## src/hdl/max_pool_3d_window_assert.svh

```systemverilog
// ----------------------------------------------------------------------------
// Assertion macros for the 3D max pooling block
// Clocked property shorthands used by mp3w_back to check its logic.
// ----------------------------------------------------------------------------
`ifndef MAX_POOL_3D_WINDOW_ASSERT_SVH
`define MAX_POOL_3D_WINDOW_ASSERT_SVH

// Consequent must hold in the same cycle as the antecedent.
`define MP3W_ASSERT_NOW(lbl, clk, rstn, pre, post) \
    lbl: assert property (@(posedge clk) disable iff (!rstn) (pre) |-> (post)) \
        else $error("mp3w check failed in the same cycle");

// Consequent must hold in the cycle after the antecedent.
`define MP3W_ASSERT_NEXT(lbl, clk, rstn, pre, post) \
    lbl: assert property (@(posedge clk) disable iff (!rstn) (pre) |=> (post)) \
        else $error("mp3w check failed one cycle later");

`endif

```

## src/hdl/mp3w_queue.sv

```systemverilog
// ----------------------------------------------------------------------------
// mp3w_queue
// Small register FIFO between the classifying front and the pooling back end.
// ----------------------------------------------------------------------------
module mp3w_queue #(
    parameter int WIDTH = 32,
    parameter int DEPTH = 4
) (
    input  logic             i_clk,
    input  logic             i_rst_n,
    input  logic             i_push,
    input  logic [WIDTH-1:0] i_data,
    input  logic             i_pop,
    output logic [WIDTH-1:0] o_data,
    output logic             o_full,
    output logic             o_empty
);

    localparam int AW = (DEPTH > 1) ? $clog2(DEPTH) : 1;

    logic [WIDTH-1:0] r_slot [DEPTH];
    logic [AW-1:0]    r_wptr, r_rptr;
    logic [AW:0]      r_count;

    assign o_full  = (r_count == (AW+1)'(DEPTH));
    assign o_empty = (r_count == '0);
    assign o_data  = r_slot[r_rptr];

    always_ff @(posedge i_clk) begin
        if (!i_rst_n) begin
            r_wptr  <= '0;
            r_rptr  <= '0;
            r_count <= '0;
        end else begin
            if (i_push) begin
                r_wptr <= (r_wptr == AW'(DEPTH - 1)) ? '0 : AW'(r_wptr + 1'b1);
            end
            if (i_pop) begin
                r_rptr <= (r_rptr == AW'(DEPTH - 1)) ? '0 : AW'(r_rptr + 1'b1);
            end
            if (i_push && !i_pop) begin
                r_count <= (AW+1)'(r_count + 1'b1);
            end else if (i_pop && !i_push) begin
                r_count <= (AW+1)'(r_count - 1'b1);
            end
        end
    end

    always_ff @(posedge i_clk) begin
        if (i_push) begin
            r_slot[r_wptr] <= i_data;
        end
    end

endmodule

```

## config.mk

```make
export PLATFORM = sky130hd
export DESIGN_NAME = mp3w_queue
export DESIGN_NICKNAME = d
export VERILOG_FILES = /design/src/hdl/max_pool_3d_window_assert.svh /design/src/hdl/mp3w_queue.sv
export SDC_FILE = /design/constraint.sdc
export NUM_CORES = 1
export LEC_CHECK = 0
export BUFFER_PORTS_ARGS = -buffer_cell sky130_fd_sc_hd__buf_2
export CORE_ASPECT_RATIO = 1.25
export CORE_MARGIN = 1
export CORE_UTILIZATION = 55
export DETAILED_ROUTE_END_ITERATION = 12
export PLACE_DENSITY = 0.77
export SLEW_MARGIN = 20
export SYNTH_ARGS = -nofsm -noshare
export SYNTH_HDL_FRONTEND = slang
export SYNTH_SLANG_ARGS = --single-unit
```

## constraint.sdc

```tcl
create_clock -name i_clk -period 2.1 [get_ports i_clk]
set_clock_uncertainty 0.1 [all_clocks]
set_input_delay 0.105 -clock i_clk [delete_from_list [all_inputs] [get_ports i_clk]]
set_output_delay 0.105 -clock i_clk [all_outputs]
set_load 0.05 [all_outputs]
```

==> impl_results.md <==
* Unique cell type count in the Yosys netlist at 22
* Simple logic cell fraction of the synthesized area at 0.0176
* Minimum clock period after layout at between 1500 and 2000 ps
* Async SR Flop Fraction at 0
* Core ar. at between 0.009 and 0.01 mm2
* Yosys reg bits at roughly 140
* Critical Path End Type: primary output
* Complex-gate fraction of the synthesized area at 0.00391
* Syn. warnings at 0
* Number of global-route vias before repair at between 2000 and 3000
* Cell area after synthesis at just over 0.005 mm2
* Flop-to-flop setup slack at 340 ps
* FP Rows at 39
* Number of max-cap violations at 0
* Vias/cell at roughly 5.3
* Top post-synthesis cells by area: edfxtp_1 75%, mux4_2 13%, dfxtp_1 3.5%
* CTS tree: built
* Reg-to-Reg End: r_slot[2][7]
* Final hold vios at 0
* CP top delay family: multiplexers
* Syn Nets at 254
* Clk pwr share at 0.401
* Hold WC Path Type: in -> reg
* Sequential share of power at 0.472
* Wire per inst at around 19 um
* Top FF cell, synth: edfxtp_1
* Initial Utilization at 0.564
* Status: complete, no violations
* Yosys top cell area share at 0.751
* Die height at between 100 and 150 um
* PortBufs at between 60 and 70
* Largest stage delay, worst path at 600 ps
* Synth area leader: edfxtp_1
* Post-route ant nets at 0
* Worst skew pair latency at roughly 410 ps
* Sequential fraction of the synthesis area at 0.787
* Final hold slack at between 300 and 400 ps
* Die extent in x at 88.3 um
* Mux contribution to synthesized area at 0.150
* Comb pwr share at 0.127
* Net count, final at approximately 380
* Total power at 0.00674 W
* Mean Syn Cell Area at between 20 and 25 um2
* Fmax achieved at between 500 and 600 MHz
* Initial antenna violation count at 0
* Num CTS Buffers at 17
* Hold depth at 2
* H-tree levels at 4
* Crit path buffers/inverters at 2
* CTS Sinks at between 100 and 150
* Pwr dens at around 1000 mW/mm2
* Total Routing Usage GR at 0.199
* Peak VDD IR at ~0.00073 V
* Deepest clock path buffer count at 2
* R2R Path Start: r_wptr[0]
* Unrepaired setup endpoints after global routing: false
* Final setup violating endpoints at 0
* Top-level I/O count at 70
* Global-route wire length before repair at ~13 mm
* Pint at about 0.0051 W
* Critical path class: reg -> out
* DR iter-0 viols at 187
* EDFF count, synth at roughly 130
* Synth Area in XOR/XNOR at 0.00342
* Post-DP HPWL at 5.12 mm
* Share of layout cells above drive strength 1 at 0.396
* P_sw at approximately 0.0016 W
* CP required at ~1900 ps
* Global route overflow at 0
* Final GP Congestion at roughly 0.7
* Drt first pass iters at 4
* Crit path DAT at ~1800 ps
* Switching Fraction at 0.238
* P&R area growth vs syn at 27.3%
* Die area at around 0.0097 mm2
* Setup TNS at 0 ps
* Syn Inst Count at around 210
* Hold Crit Endpoint: r_slot[3][13]
* Worst slew margin at 0.450
* Final wirelength at approximately 8.8 mm
* Setup bufs post-CTS at 0
* Final cycle utilization of the critical path at 0.952
* Critical-path top delay cell: mux4_1
* Largest net degree at the start of global routing at 33
* Adder-Cell Fraction of Synth Area at 0.0186
* Post-Layout Cell Count at roughly 470
* Final number of max-transition violations at 0
* DRC viols at 0
* Leak at ~2.3 nW
* Vias at ~2500
* Clock root buffer: clkbuf_16
* Crit path cell chain: buf_12, mux4_1, buf_2
* HP Start: i_data[13]
* CP Launch Type: register
* Post-Place Cells at between 400 and 500
* Clk slew on worst S/H paths at 50 ps
* ANT cells at 0
* CP Max Fanout at 17
* R2r worst-path depth at 3
* Pin slew with the least headroom to its limit at about 800 ps
* Main combinational cell family by area after synthesis: multiplexers
## worst max path at each step
stage / from / end / slack, ps / cells after the start
2_1_floorplan: r_wptr[0] / r_slot[3][0] / 270 / 2
3_3_place_gp: r_wptr[0] / r_slot[0][10] / 350 / 3
5_1_grt: register / o_data[19] / 30 / 3
3_5_place_dp: r_wptr[0] / r_slot[2][25] / 300 / 3
6_report: register / o_data[12] / 100 / 3
4_1_cts: register / o_data[15] / 0.3 / 3
## worst reg2reg max path: cells and delay by family (launching register included)
| kind | cells | cell delay (ps) |
|---|---|---|
| adder cells (fa/ha/maj) | 1 | 150 |
| flip-flops | 1 | 340 |
| buffers and inverters | 1 | 90 |
| AND/OR/NAND/NOR | 1 | 690 |
## Yosys cell counts (2+ instances only)
library cell    n
edfxtp_1      128
dfxtp_1         9
inv_1           4
and2_1          5
mux4_1          2
mux4_2         30
ha_1            6
nor2b_1         5
buf_12          3
buf_2           3
nor3_1          2
mux2i_1         4
## placed cells by master (no fill, tap or decap)
cell type / Yosys / routed
a21boi_0: 1 / 1
and2_1: 5 / 1
and2_2: 0 / 4
buf_12: 3 / 2
buf_2: 3 / 69
buf_4: 0 / 4
buf_6: 1 / 1
bufinv_16: 0 / 2
clkbuf_1: 0 / 3
clkbuf_16: 0 / 17
clkinv_1: 0 / 3
clkinv_2: 0 / 4
clkinvlp_4: 0 / 2
dfxtp_1: 9 / 7
dfxtp_2: 0 / 2
dlygate4sd3_1: 0 / 35
edfxtp_1: 128 / 128
fa_1: 1 / 1
ha_1: 6 / 6
inv_1: 4 / 4
mux2i_1: 4 / 4
mux4_1: 2 / 2
mux4_2: 30 / 30
nor2_1: 1 / 1
nor2b_1: 5 / 5
nor3_1: 2 / 2
nor3b_1: 1 / 1
o21a_1: 1 / 1
o21ai_0: 1 / 1
or3_1: 1 / 1
xnor2_1: 1 / 1
xor2_1: 1 / 1
## layer usage
metal	global-route usage	up-vias	part of all wire
met2	0.332	70	0.54
met1	0.230	1260	0.39
met5	0	-	0
li1	-	1130	-
met3	0.0668	16	0.043
met4	0.0956	0	0.019
## state kept, by name, indices dropped and copies added, names as in the netlist, named ones only
register / cells
r_wptr: 2
r_rptr: 2
r_slot: 128
r_count: 3
## through the flow
stage / util / setup slack, ps / area (um2)
2_1_floorplan: - / 267 / 5120
3_3_place_gp: 0.619 / 353 / 5610
3_5_place_dp: 0.619 / 301 / 5610
4_1_cts: 0.717 / 0.304 / 6510
5_1_grt: 0.717 / 32.0 / 6510
6_report: 0.717 / 101 / 6510
## power groups by stage
| stage | logic [W] | clock network [W] | registers [W] |
|---|---|---|---|
| global route | 0.000907 | 0.00287 | 0.00319 |
| CTS | 0.000864 | 0.00275 | 0.00318 |
| finish | 0.000856 | 0.00270 | 0.00318 |
| floorplan | 0.000624 | 0 | 0.00321 |
| detailed placement | 0.000808 | 0 | 0.00323 |
| global placement | 0.000799 | 0 | 0.00322 |
## cells by family after synthesis
family	Yosys count
multiplexers	36
flip-flops	137
AO/OA/AOI/OAI	3
AND/OR/NAND/NOR	15
adder cells (fa/ha/maj)	7
buffers and inverters	11
XOR/XNOR	2
## cell type report
type	instances	area (um2)
repair buffers	111	777
well taps	123	154
multi-input cells	63	996
clock inverters	11	106
flip-flops and latches	137	4030
fillers	579	2560
inverters	4	15.0
clock buffers	20	437
## what timing repair did
action / in CTS / in global routing
gates resized for setup: 0 / 1
endpoints found under the setup margin: 0 / 15
hold endpoints to repair: 137 / 0
hold buffers: 35 / 0
Note: power is estimated with default switching activity, not from simulation.
