$ cat config.mk
export PLATFORM = sky130hd
export DESIGN_NAME = mp3w_front
export DESIGN_NICKNAME = d
export VERILOG_FILES = /design/src/hdl/max_pool_3d_window_assert.svh /design/src/hdl/mp3w_pkg.sv /design/src/hdl/mp3w_front.sv
export SDC_FILE = /design/constraint.sdc
export NUM_CORES = 1
export LEC_CHECK = 0
export BUFFER_PORTS_ARGS = -buffer_cell sky130_fd_sc_hd__buf_2
export CAP_MARGIN = 0
export CELL_PAD_IN_SITES_DETAIL_PLACEMENT = 1
export CELL_PAD_IN_SITES_GLOBAL_PLACEMENT = 2
export CORE_MARGIN = 1
export CORE_UTILIZATION = 38
export CTS_CLUSTER_DIAMETER = 60
export CTS_CLUSTER_SIZE = 14
export DETAILED_ROUTE_END_ITERATION = 10
export PLACE_DENSITY = 0.95
export SYNTH_ARGS = -nofsm -noshare
export SYNTH_HDL_FRONTEND = slang
export SYNTH_SLANG_ARGS = --single-unit
$ cat constraint.sdc
create_clock -name i_clk -period 12.5 [get_ports i_clk]
set_input_delay 0.625 -clock i_clk [delete_from_list [all_inputs] [get_ports i_clk]]
set_output_delay 0.625 -clock i_clk [all_outputs]
set_load 0.01 [all_outputs]
$ cat src/hdl/max_pool_3d_window_assert.svh
// ----------------------------------------------------------------------------
// Assertion macros for the 3D max pooling block
// Clocked property shorthands used by mp3w_back to check its logic.
// ----------------------------------------------------------------------------
`ifndef MAX_POOL_3D_WINDOW_ASSERT_SVH
`define MAX_POOL_3D_WINDOW_ASSERT_SVH

// Consequent must hold in the same cycle as the antecedent.
`define MP3W_ASSERT_NOW(lbl, clk, rstn, pre, post) \
    lbl: assert property (@(posedge clk) disable iff (!rstn) (pre) |-> (post)) \
        else $error("mp3w check failed in the same cycle");

// Consequent must hold in the cycle after the antecedent.
`define MP3W_ASSERT_NEXT(lbl, clk, rstn, pre, post) \
    lbl: assert property (@(posedge clk) disable iff (!rstn) (pre) |=> (post)) \
        else $error("mp3w check failed one cycle later");

`endif

$ cat src/hdl/mp3w_pkg.sv
// ----------------------------------------------------------------------------
// mp3w_pkg
// Constants, register indexes and helpers shared by the max pooling block.
// ----------------------------------------------------------------------------
package mp3w_pkg;

    localparam int SLICE_BITS    = 12;
    localparam int CMP_BITS      = 14;
    localparam int COORD_BITS    = 6;
    localparam int CHAN_OUT_BITS = 3;
    localparam int CFG_IDX_BITS  = 3;
    localparam int CFG_DATA_BITS = 13;
    localparam int DEPTH_LIMIT   = 4096;
    localparam int STRIDE_LIMIT  = 3;
    localparam int NUM_SLOTS     = 3;

    localparam logic [CFG_IDX_BITS-1:0] REG_VOL_WIDTH     = 3'd0;
    localparam logic [CFG_IDX_BITS-1:0] REG_VOL_HEIGHT    = 3'd1;
    localparam logic [CFG_IDX_BITS-1:0] REG_VOL_DEPTH     = 3'd2;
    localparam logic [CFG_IDX_BITS-1:0] REG_CHANNEL_COUNT = 3'd3;
    localparam logic [CFG_IDX_BITS-1:0] REG_POOL_SIZE     = 3'd4;
    localparam logic [CFG_IDX_BITS-1:0] REG_POOL_STRIDE   = 3'd5;

    typedef struct packed {
        logic [1:0] k;
    } t_pool_cfg;

    // Slot of the previous row or slice in a three-entry rotation.
    function automatic logic [1:0] slot_back1(input logic [1:0] slot);
        logic [1:0] res;
        case (slot)
            2'd0:    res = 2'd2;
            2'd1:    res = 2'd0;
            default: res = 2'd1;
        endcase
        return res;
    endfunction

    // Slot two rows or slices back.
    function automatic logic [1:0] slot_back2(input logic [1:0] slot);
        logic [1:0] res;
        case (slot)
            2'd0:    res = 2'd1;
            2'd1:    res = 2'd2;
            default: res = 2'd0;
        endcase
        return res;
    endfunction

    function automatic logic [1:0] slot_next(input logic [1:0] slot);
        return (slot == 2'd2) ? 2'd0 : 2'(slot + 2'd1);
    endfunction

    function automatic logic [1:0] phase_next(input logic [1:0] ph, input logic [1:0] st);
        return (2'(ph + 2'd1) == st) ? 2'd0 : 2'(ph + 2'd1);
    endfunction

endpackage

$ cat src/hdl/mp3w_front.sv
// ----------------------------------------------------------------------------
// mp3w_front
// Configuration registers, position counters and window classification.
// ----------------------------------------------------------------------------
module mp3w_front import mp3w_pkg::*; #(
    parameter int MAX_CHANNELS = 8,
    parameter int MAX_WIDTH    = 64,
    parameter int MAX_HEIGHT   = 64,
    parameter int MAX_POOL     = 3,
    parameter int SAMPLE_BITS  = 16,
    parameter int CHB = (MAX_CHANNELS > 1) ? $clog2(MAX_CHANNELS) : 1,
    parameter int CB  = $clog2(MAX_WIDTH),
    parameter int RB  = $clog2(MAX_HEIGHT),
    parameter int IW  = SAMPLE_BITS + CHB + CB + RB + 6 + CB + RB + SLICE_BITS
) (
    input  logic                     i_clk,
    input  logic                     i_rst_n,
    input  logic                     i_cfg_valid,
    output logic                     o_cfg_ready,
    input  logic [CFG_IDX_BITS-1:0]  i_cfg_index,
    input  logic [CFG_DATA_BITS-1:0] i_cfg_data,
    input  logic                     i_in_valid,
    output logic                     o_in_ready,
    input  logic [SAMPLE_BITS-1:0]   i_sample,
    input  logic                     i_q_full,
    output logic                     o_push,
    output logic [IW-1:0]            o_item,
    output t_pool_cfg                o_cfg
);

    logic [6:0]  r_vol_width, r_vol_height;
    logic [12:0] r_vol_depth;
    logic [3:0]  r_channel_count;
    logic [1:0]  r_pool_size, r_pool_stride;

    logic [CMP_BITS-1:0] w_e, h_e, d_e, nc_e, k_e, st_e;

    logic [CHB-1:0]        r_ch, ch, n_ch;
    logic [CB-1:0]         r_col, col, n_col, r_ocol, ocol, n_ocol;
    logic [RB-1:0]         r_row, row, n_row, r_orow, orow, n_orow;
    logic [SLICE_BITS-1:0] r_slc, slc, n_slc, r_oslc, oslc, n_oslc;
    logic [1:0] r_phc, phc, n_phc, r_phr, phr, n_phr, r_phs, phs, n_phs;
    logic [1:0] r_r3, r3, n_r3, r_s3, s3, n_s3;
    logic       bad, ok_c, ok_r, ok_s, emit, last, accept, cfg_restart;

    always_ff @(posedge i_clk) begin
        if (!i_rst_n) begin
            r_vol_width     <= 7'd64;
            r_vol_height    <= 7'd64;
            r_vol_depth     <= 13'd64;
            r_channel_count <= 4'd8;
            r_pool_size     <= 2'd2;
            r_pool_stride   <= 2'd2;
        end else if (i_cfg_valid) begin
            unique case (i_cfg_index)
                REG_VOL_WIDTH:     r_vol_width     <= i_cfg_data[6:0];
                REG_VOL_HEIGHT:    r_vol_height    <= i_cfg_data[6:0];
                REG_VOL_DEPTH:     r_vol_depth     <= i_cfg_data;
                REG_CHANNEL_COUNT: r_channel_count <= i_cfg_data[3:0];
                REG_POOL_SIZE:     r_pool_size     <= i_cfg_data[1:0];
                REG_POOL_STRIDE:   r_pool_stride   <= i_cfg_data[1:0];
                default: ;
            endcase
        end
    end

    function automatic logic [CMP_BITS-1:0] clamp(input logic [CMP_BITS-1:0] v,
                                                   input logic [CMP_BITS-1:0] hi);
        if (v == '0) return CMP_BITS'(1);
        return (v > hi) ? hi : v;
    endfunction

    assign w_e  = clamp(CMP_BITS'(r_vol_width), CMP_BITS'(MAX_WIDTH));
    assign h_e  = clamp(CMP_BITS'(r_vol_height), CMP_BITS'(MAX_HEIGHT));
    assign d_e  = clamp(CMP_BITS'(r_vol_depth), CMP_BITS'(DEPTH_LIMIT));
    assign nc_e = clamp(CMP_BITS'(r_channel_count), CMP_BITS'(MAX_CHANNELS));
    assign k_e  = clamp(CMP_BITS'(r_pool_size), CMP_BITS'(MAX_POOL));
    assign st_e = clamp(CMP_BITS'(r_pool_stride), CMP_BITS'(STRIDE_LIMIT));

    assign o_cfg.k     = k_e[1:0];
    assign o_cfg_ready = 1'b1;
    assign o_in_ready  = !i_q_full;
    assign accept      = i_in_valid && !i_q_full;
    assign o_push      = accept;

    // Only a write to an existing register starts a new volume.
    assign cfg_restart = i_cfg_valid && (i_cfg_index <= REG_POOL_STRIDE);

    // Counters out of range can only follow a register change; start over.
    assign bad = (CMP_BITS'(r_ch) >= nc_e) || (CMP_BITS'(r_col) >= w_e) ||
                 (CMP_BITS'(r_row) >= h_e) || (CMP_BITS'(r_slc) >= d_e);

    assign ch   = bad ? '0 : r_ch;
    assign col  = bad ? '0 : r_col;
    assign row  = bad ? '0 : r_row;
    assign slc  = bad ? '0 : r_slc;
    assign ocol = bad ? '0 : r_ocol;
    assign orow = bad ? '0 : r_orow;
    assign oslc = bad ? '0 : r_oslc;
    assign phc  = bad ? '0 : r_phc;
    assign phr  = bad ? '0 : r_phr;
    assign phs  = bad ? '0 : r_phs;
    assign r3   = bad ? '0 : r_r3;
    assign s3   = bad ? '0 : r_s3;

    assign ok_c = (CMP_BITS'(col) + 1'b1) >= k_e;
    assign ok_r = (CMP_BITS'(row) + 1'b1) >= k_e;
    assign ok_s = (CMP_BITS'(slc) + 1'b1) >= k_e;
    assign emit = ok_c && ok_r && ok_s && (phc == '0) && (phr == '0) && (phs == '0);

    // The last origin on an axis is the one after which a further stride no longer fits.
    assign last = ((CMP_BITS'(ch) + 1'b1) >= nc_e) &&
                  ((CMP_BITS'(col) + st_e) >= w_e) &&
                  ((CMP_BITS'(row) + st_e) >= h_e) &&
                  ((CMP_BITS'(slc) + st_e) >= d_e);

    always_comb begin
        n_ch = ch;  n_col = col;  n_row = row;  n_slc = slc;
        n_ocol = ocol; n_orow = orow; n_oslc = oslc;
        n_phc = phc; n_phr = phr; n_phs = phs; n_r3 = r3; n_s3 = s3;
        if ((CMP_BITS'(ch) + 1'b1) < nc_e) begin
            n_ch = CHB'(ch + 1'b1);
        end else begin
            n_ch = '0;
            if ((CMP_BITS'(col) + 1'b1) < w_e) begin
                n_col = CB'(col + 1'b1);
                if (ok_c) begin
                    n_phc = phase_next(phc, st_e[1:0]);
                    if (n_phc == '0) n_ocol = CB'(ocol + 1'b1);
                end
            end else begin
                n_col = '0; n_phc = '0; n_ocol = '0;
                if ((CMP_BITS'(row) + 1'b1) < h_e) begin
                    n_row = RB'(row + 1'b1);
                    n_r3  = slot_next(r3);
                    if (ok_r) begin
                        n_phr = phase_next(phr, st_e[1:0]);
                        if (n_phr == '0) n_orow = RB'(orow + 1'b1);
                    end
                end else begin
                    n_row = '0; n_phr = '0; n_orow = '0; n_r3 = '0;
                    if ((CMP_BITS'(slc) + 1'b1) < d_e) begin
                        n_slc = SLICE_BITS'(slc + 1'b1);
                        n_s3  = slot_next(s3);
                        if (ok_s) begin
                            n_phs = phase_next(phs, st_e[1:0]);
                            if (n_phs == '0) n_oslc = SLICE_BITS'(oslc + 1'b1);
                        end
                    end else begin
                        n_slc = '0; n_phs = '0; n_oslc = '0; n_s3 = '0;
                    end
                end
            end
        end
    end

    always_ff @(posedge i_clk) begin
        if (!i_rst_n || cfg_restart) begin
            r_ch <= '0; r_col <= '0; r_row <= '0; r_slc <= '0;
            r_ocol <= '0; r_orow <= '0; r_oslc <= '0;
            r_phc <= '0; r_phr <= '0; r_phs <= '0; r_r3 <= '0; r_s3 <= '0;
        end else if (accept) begin
            r_ch <= n_ch; r_col <= n_col; r_row <= n_row; r_slc <= n_slc;
            r_ocol <= n_ocol; r_orow <= n_orow; r_oslc <= n_oslc;
            r_phc <= n_phc; r_phr <= n_phr; r_phs <= n_phs; r_r3 <= n_r3; r_s3 <= n_s3;
        end
    end

    assign o_item = {i_sample, ch, col, row, r3, s3, emit, last, ocol, orow, oslc};

endmodule

==> results.tsv <==
stage	metric	value	unit
synthesis	Ys Warns	0	
synthesis	Seq/Total Area, Yosys	22.41	%
timing	unrepaired setup endpoints after global routing	no	
placed_design	pre-CTS setup slack	5.051	ns
clock_tree	clk_lat worst skew	0.36	ns
clock_tree	H-Tree Depth	3	
synthesis	Mapped Cells	1102	
timing	Period minus WS final	7.537	ns
die	total die area	23180	sq um
finish	Layout Area Growth over Synthesis	7.352	%
worst_hold_path	hold endpoint	r_phc[1]	
worst_setup_path	CP arrival	7.84	ns
power_and_ir_drop	total chip power	684.3	uW
worst_setup_path	FF-to-FF Start	r_vol_width[1]	
worst_hold_path	WHS Path Cells	2	
power_and_ir_drop	power density cells	74.32	nW/um^2
die	CORE AREA	21960	sq um
die	top-level port count	103	
placed_design	IO buf count	69	
routing	First DRT Iteration DRCs	480	
power_and_ir_drop	Net Sw Frac	30.29	%
worst_setup_path	R2R setup slack	4.96	ns
power_and_ir_drop	Comb power frac	13.2	%
power_and_ir_drop	Peak VDD IR	0.05793	mV
worst_setup_path	R2R depth	29	
power_and_ir_drop	Clock power frac	41.3	%
timing	final worst path period share	60.30	%
power_and_ir_drop	Sequential Power Share	45.5	%
placed_design	placed insts	1377	
synthesis	Mapped Area	8577	sq um
placed_design	hpwl dp	20940	um
synthesis	register bit count reported by yosys	96	
worst_setup_path	Crit Path Max Fanout	47	
routing	met2 WL	13730	um
clock_tree	hold_buf cts	0	
worst_setup_path	CP delay by family, top	simple AND/OR/NAND/NOR gates	
routing	Post-Route M1 WL	12500	um
timing	Slew Viols, Final	0	
synthesis	Primary FF master, synth	dfxtp_1	
finish	fill cell count	2689	
timing	Relative slew margins	33.83	%
synthesis	Post-Syn Nets	1246	
finish	Ant. Diodes	0	
routing	Detail Route Antenna Nets	0	
placed_design	Placer Congestion	0.8799	
timing	final setup fails	0	
routing	drt wl/cell	19.94	um
die	initial core utilization	39.06	%
worst_setup_path	slowest CP cell	buf_4	
die	die height	152.2	um
worst_setup_path	CP peak stage delay	0.45	ns
worst_setup_path	r2r endpoint	r_slc[6]	
synthesis	ys async rst share	0	%
finish	Sequential cell area	1922	sq um
timing	Final Hold Fails	0	
synthesis	Synth area leaders	dfxtp_1 (22%), ha_1 (15%), nand2_1 (5.4%), nor2_1 (4.5%), and3_1 (3.4%)	
die	row cnt	54	
job	Max Cap Viol	0	
routing	top sig layer	met4	
worst_hold_path	Hold Crit Class	flop to flop	
power_and_ir_drop	Internal	477.0	uW
routing	Pre-antenna DRT Iters	8	
routing	Routed WL	27780	um
routing	Detail Route met3 WL	891	um
global_route	largest net degree at the start of global routing	48	
clock_tree	CTS Sinks	96	
global_route	vias in the first global route	8499	
clock_tree	Reg clk slew, reported paths	0.07	ns
finish	Multi-input gate area	6067	sq um
clock_tree	post_cts resized	0	
synthesis	syn avg cell area	7.783	sq um
timing	Worst Tran Pin Value	0.9889	ns
power_and_ir_drop	switching pwr	207.3	uW
timing	final worst setup slack	4.963	ns
status	failing checks	design-rule violations	
timing	Final TNS setup	0	ns
finish	Layout Cells excl Fill	1393	
global_route	global-route usage over all layers	24.28	%
routing	# DRC	4	
finish	fraction of layout cells with a size suffix above 1	11.50	%
clock_tree	CTS buffer count	9	
finish	final core occ	41.93	%
worst_setup_path	Req. time, crit path	12.80	ns
worst_setup_path	CP Capture Type	flop	
clock_tree	root buf cell	clkbuf_16	
synthesis	Netlist cell types	88	
global_route	first-pass GRT wire length	45240	um
synthesis	largest area contributor in the netlist	dfxtp_1	
synthesis	Post-synth EDFFs	0	
timing	Final Skew	0.01496	ns
timing	fmax	0.1327	GHz
routing	Via density	5.909	
worst_setup_path	CP bufs+invs	3	
worst_setup_path	Crit Path Category	flop to flop	
clock_tree	clk buf depth	2	
synthesis	Synth top area share	22.41	%
worst_setup_path	Critical Path Start Type	flop	
clock_tree	CTS tree	done	
status	status	complete, but fails checks	
die	chip width	152.2	um
finish	final net count	1252	
clock_tree	Setup Buffers After CTS	0	
worst_hold_path	Hold Crit Start	r_phc[1]	
global_route	initial antenna violation count	0	
global_route	total gr overflow	0	
power_and_ir_drop	Lkg Pwr	0.003932	uW
routing	via count	8231	
[stage by stage]
step	cell area (sq um)	hold WS, ns
global placement	8921	0.4487
floorplan	8577	0.4362
detailed placement	8921	0.4596
CTS	9208	0.4698
global route	9208	0.4943
finish	9208	0.4690
[synthesized netlist by cell type, types with 14 or more instances]
master    instances
nand2_1         124
nand2b_1         17
and3_1           46
mux2i_1          21
nor2_1          103
inv_1            40
nor3_1           17
o21ai_0          41
a21boi_0         14
a21oi_1          50
nand3_1          52
xor2_1           16
nand4_1          17
nor2b_1          28
ha_1            104
buf_4            22
dfxtp_1          96
clkbuf_1         47
xnor2_1          25
a21o_1           19
[kinds of logic (layout without fill, tap and decap cells)]
logic type | count (synthesis) | in the layout | synth area share [%]
other cells | 1 | 1 | 0.04372
fa+ha+maj | 107 | 107 | 15.87
xor+xnor | 41 | 41 | 4.187
buf+inv | 127 | 138 | 7.031
mux | 21 | 21 | 2.451
simple gates | 472 | 472 | 28.32
flops | 96 | 96 | 22.41
compound gates | 237 | 237 | 19.69
[state kept, by name (all words and copies together) (netlist names), 3 cells and up]
signal,flops
r_ocol,6
r_channel_count,4
r_vol_depth,13
r_col,6
r_oslc,12
r_ch,3
r_slc,12
r_vol_height,7
r_vol_width,7
r_orow,6
r_row,6
[worst max-delay path by stage]
stage                          from  endpoint  slack (ns)  cells past startpoint
global placement     r_vol_width[1]  r_slc[6]        5.23                     29
CTS                  r_vol_width[1]  r_slc[6]        4.98                     29
global route         r_vol_width[1]  r_slc[6]        4.29                     29
floorplan           r_vol_depth[12]  r_slc[6]        6.28                     33
finish               r_vol_width[1]  r_slc[6]        4.96                     29
detailed placement   r_vol_width[1]  r_slc[6]        5.05                     29
[layout make-up]
type                            count  share of cell area (%)
Multi-Input combinational cell    879                   65.89
Clock inverter                      6                  0.5164
Inverter                           43                   1.753
Tap cell                          280                   3.805
Sequential cell                    96                   20.87
Timing Repair Buffer               79                   4.566
Clock buffer                       10                   2.595
[power by group through the flow]
stage                     sequential [uW]  combinational [uW]  clock (uW)
after floorplan                       317                68.3           0
final                                 311                90.4         283
after global routing                  312                99.1         300
after global placement                318                87.6           0
after detailed placement              318                89.4           0
after CTS                             311                90.3         286
[cells in the final DEF (no fill, tap or decap), types with 11 or more instances in the layout]
master,Yosys,routed
xor2_1,16,16
a21boi_0,14,14
nor3_1,17,17
a21oi_1,50,50
a21o_1,19,19
a22oi_1,11,11
and3_1,46,46
nand3_1,52,52
ha_1,104,104
xnor2_1,25,25
nand2_1,124,123
dfxtp_1,96,96
nor2_1,103,103
nor2b_1,28,28
o21ai_0,41,41
buf_2,8,69
mux2i_1,21,21
nand2b_1,17,17
nand4_1,17,17
inv_1,40,40
a31oi_1,11,11
[per-layer routing]
layer / up-vias / GRT usage, %
li1: 3976 / -
met1: 4064 / 29.95
met2: 148 / 43.19
met3: 43 / 3.015
met4: 0 / 8.698
met5: - / 0
[tightest hold or removal path: stages (launching register included)]
cell     delay, ns
dfxtp_1       0.31
nand2_1       0.05
o21ai_0       0.06
Power figures use the tool's default switching activity.
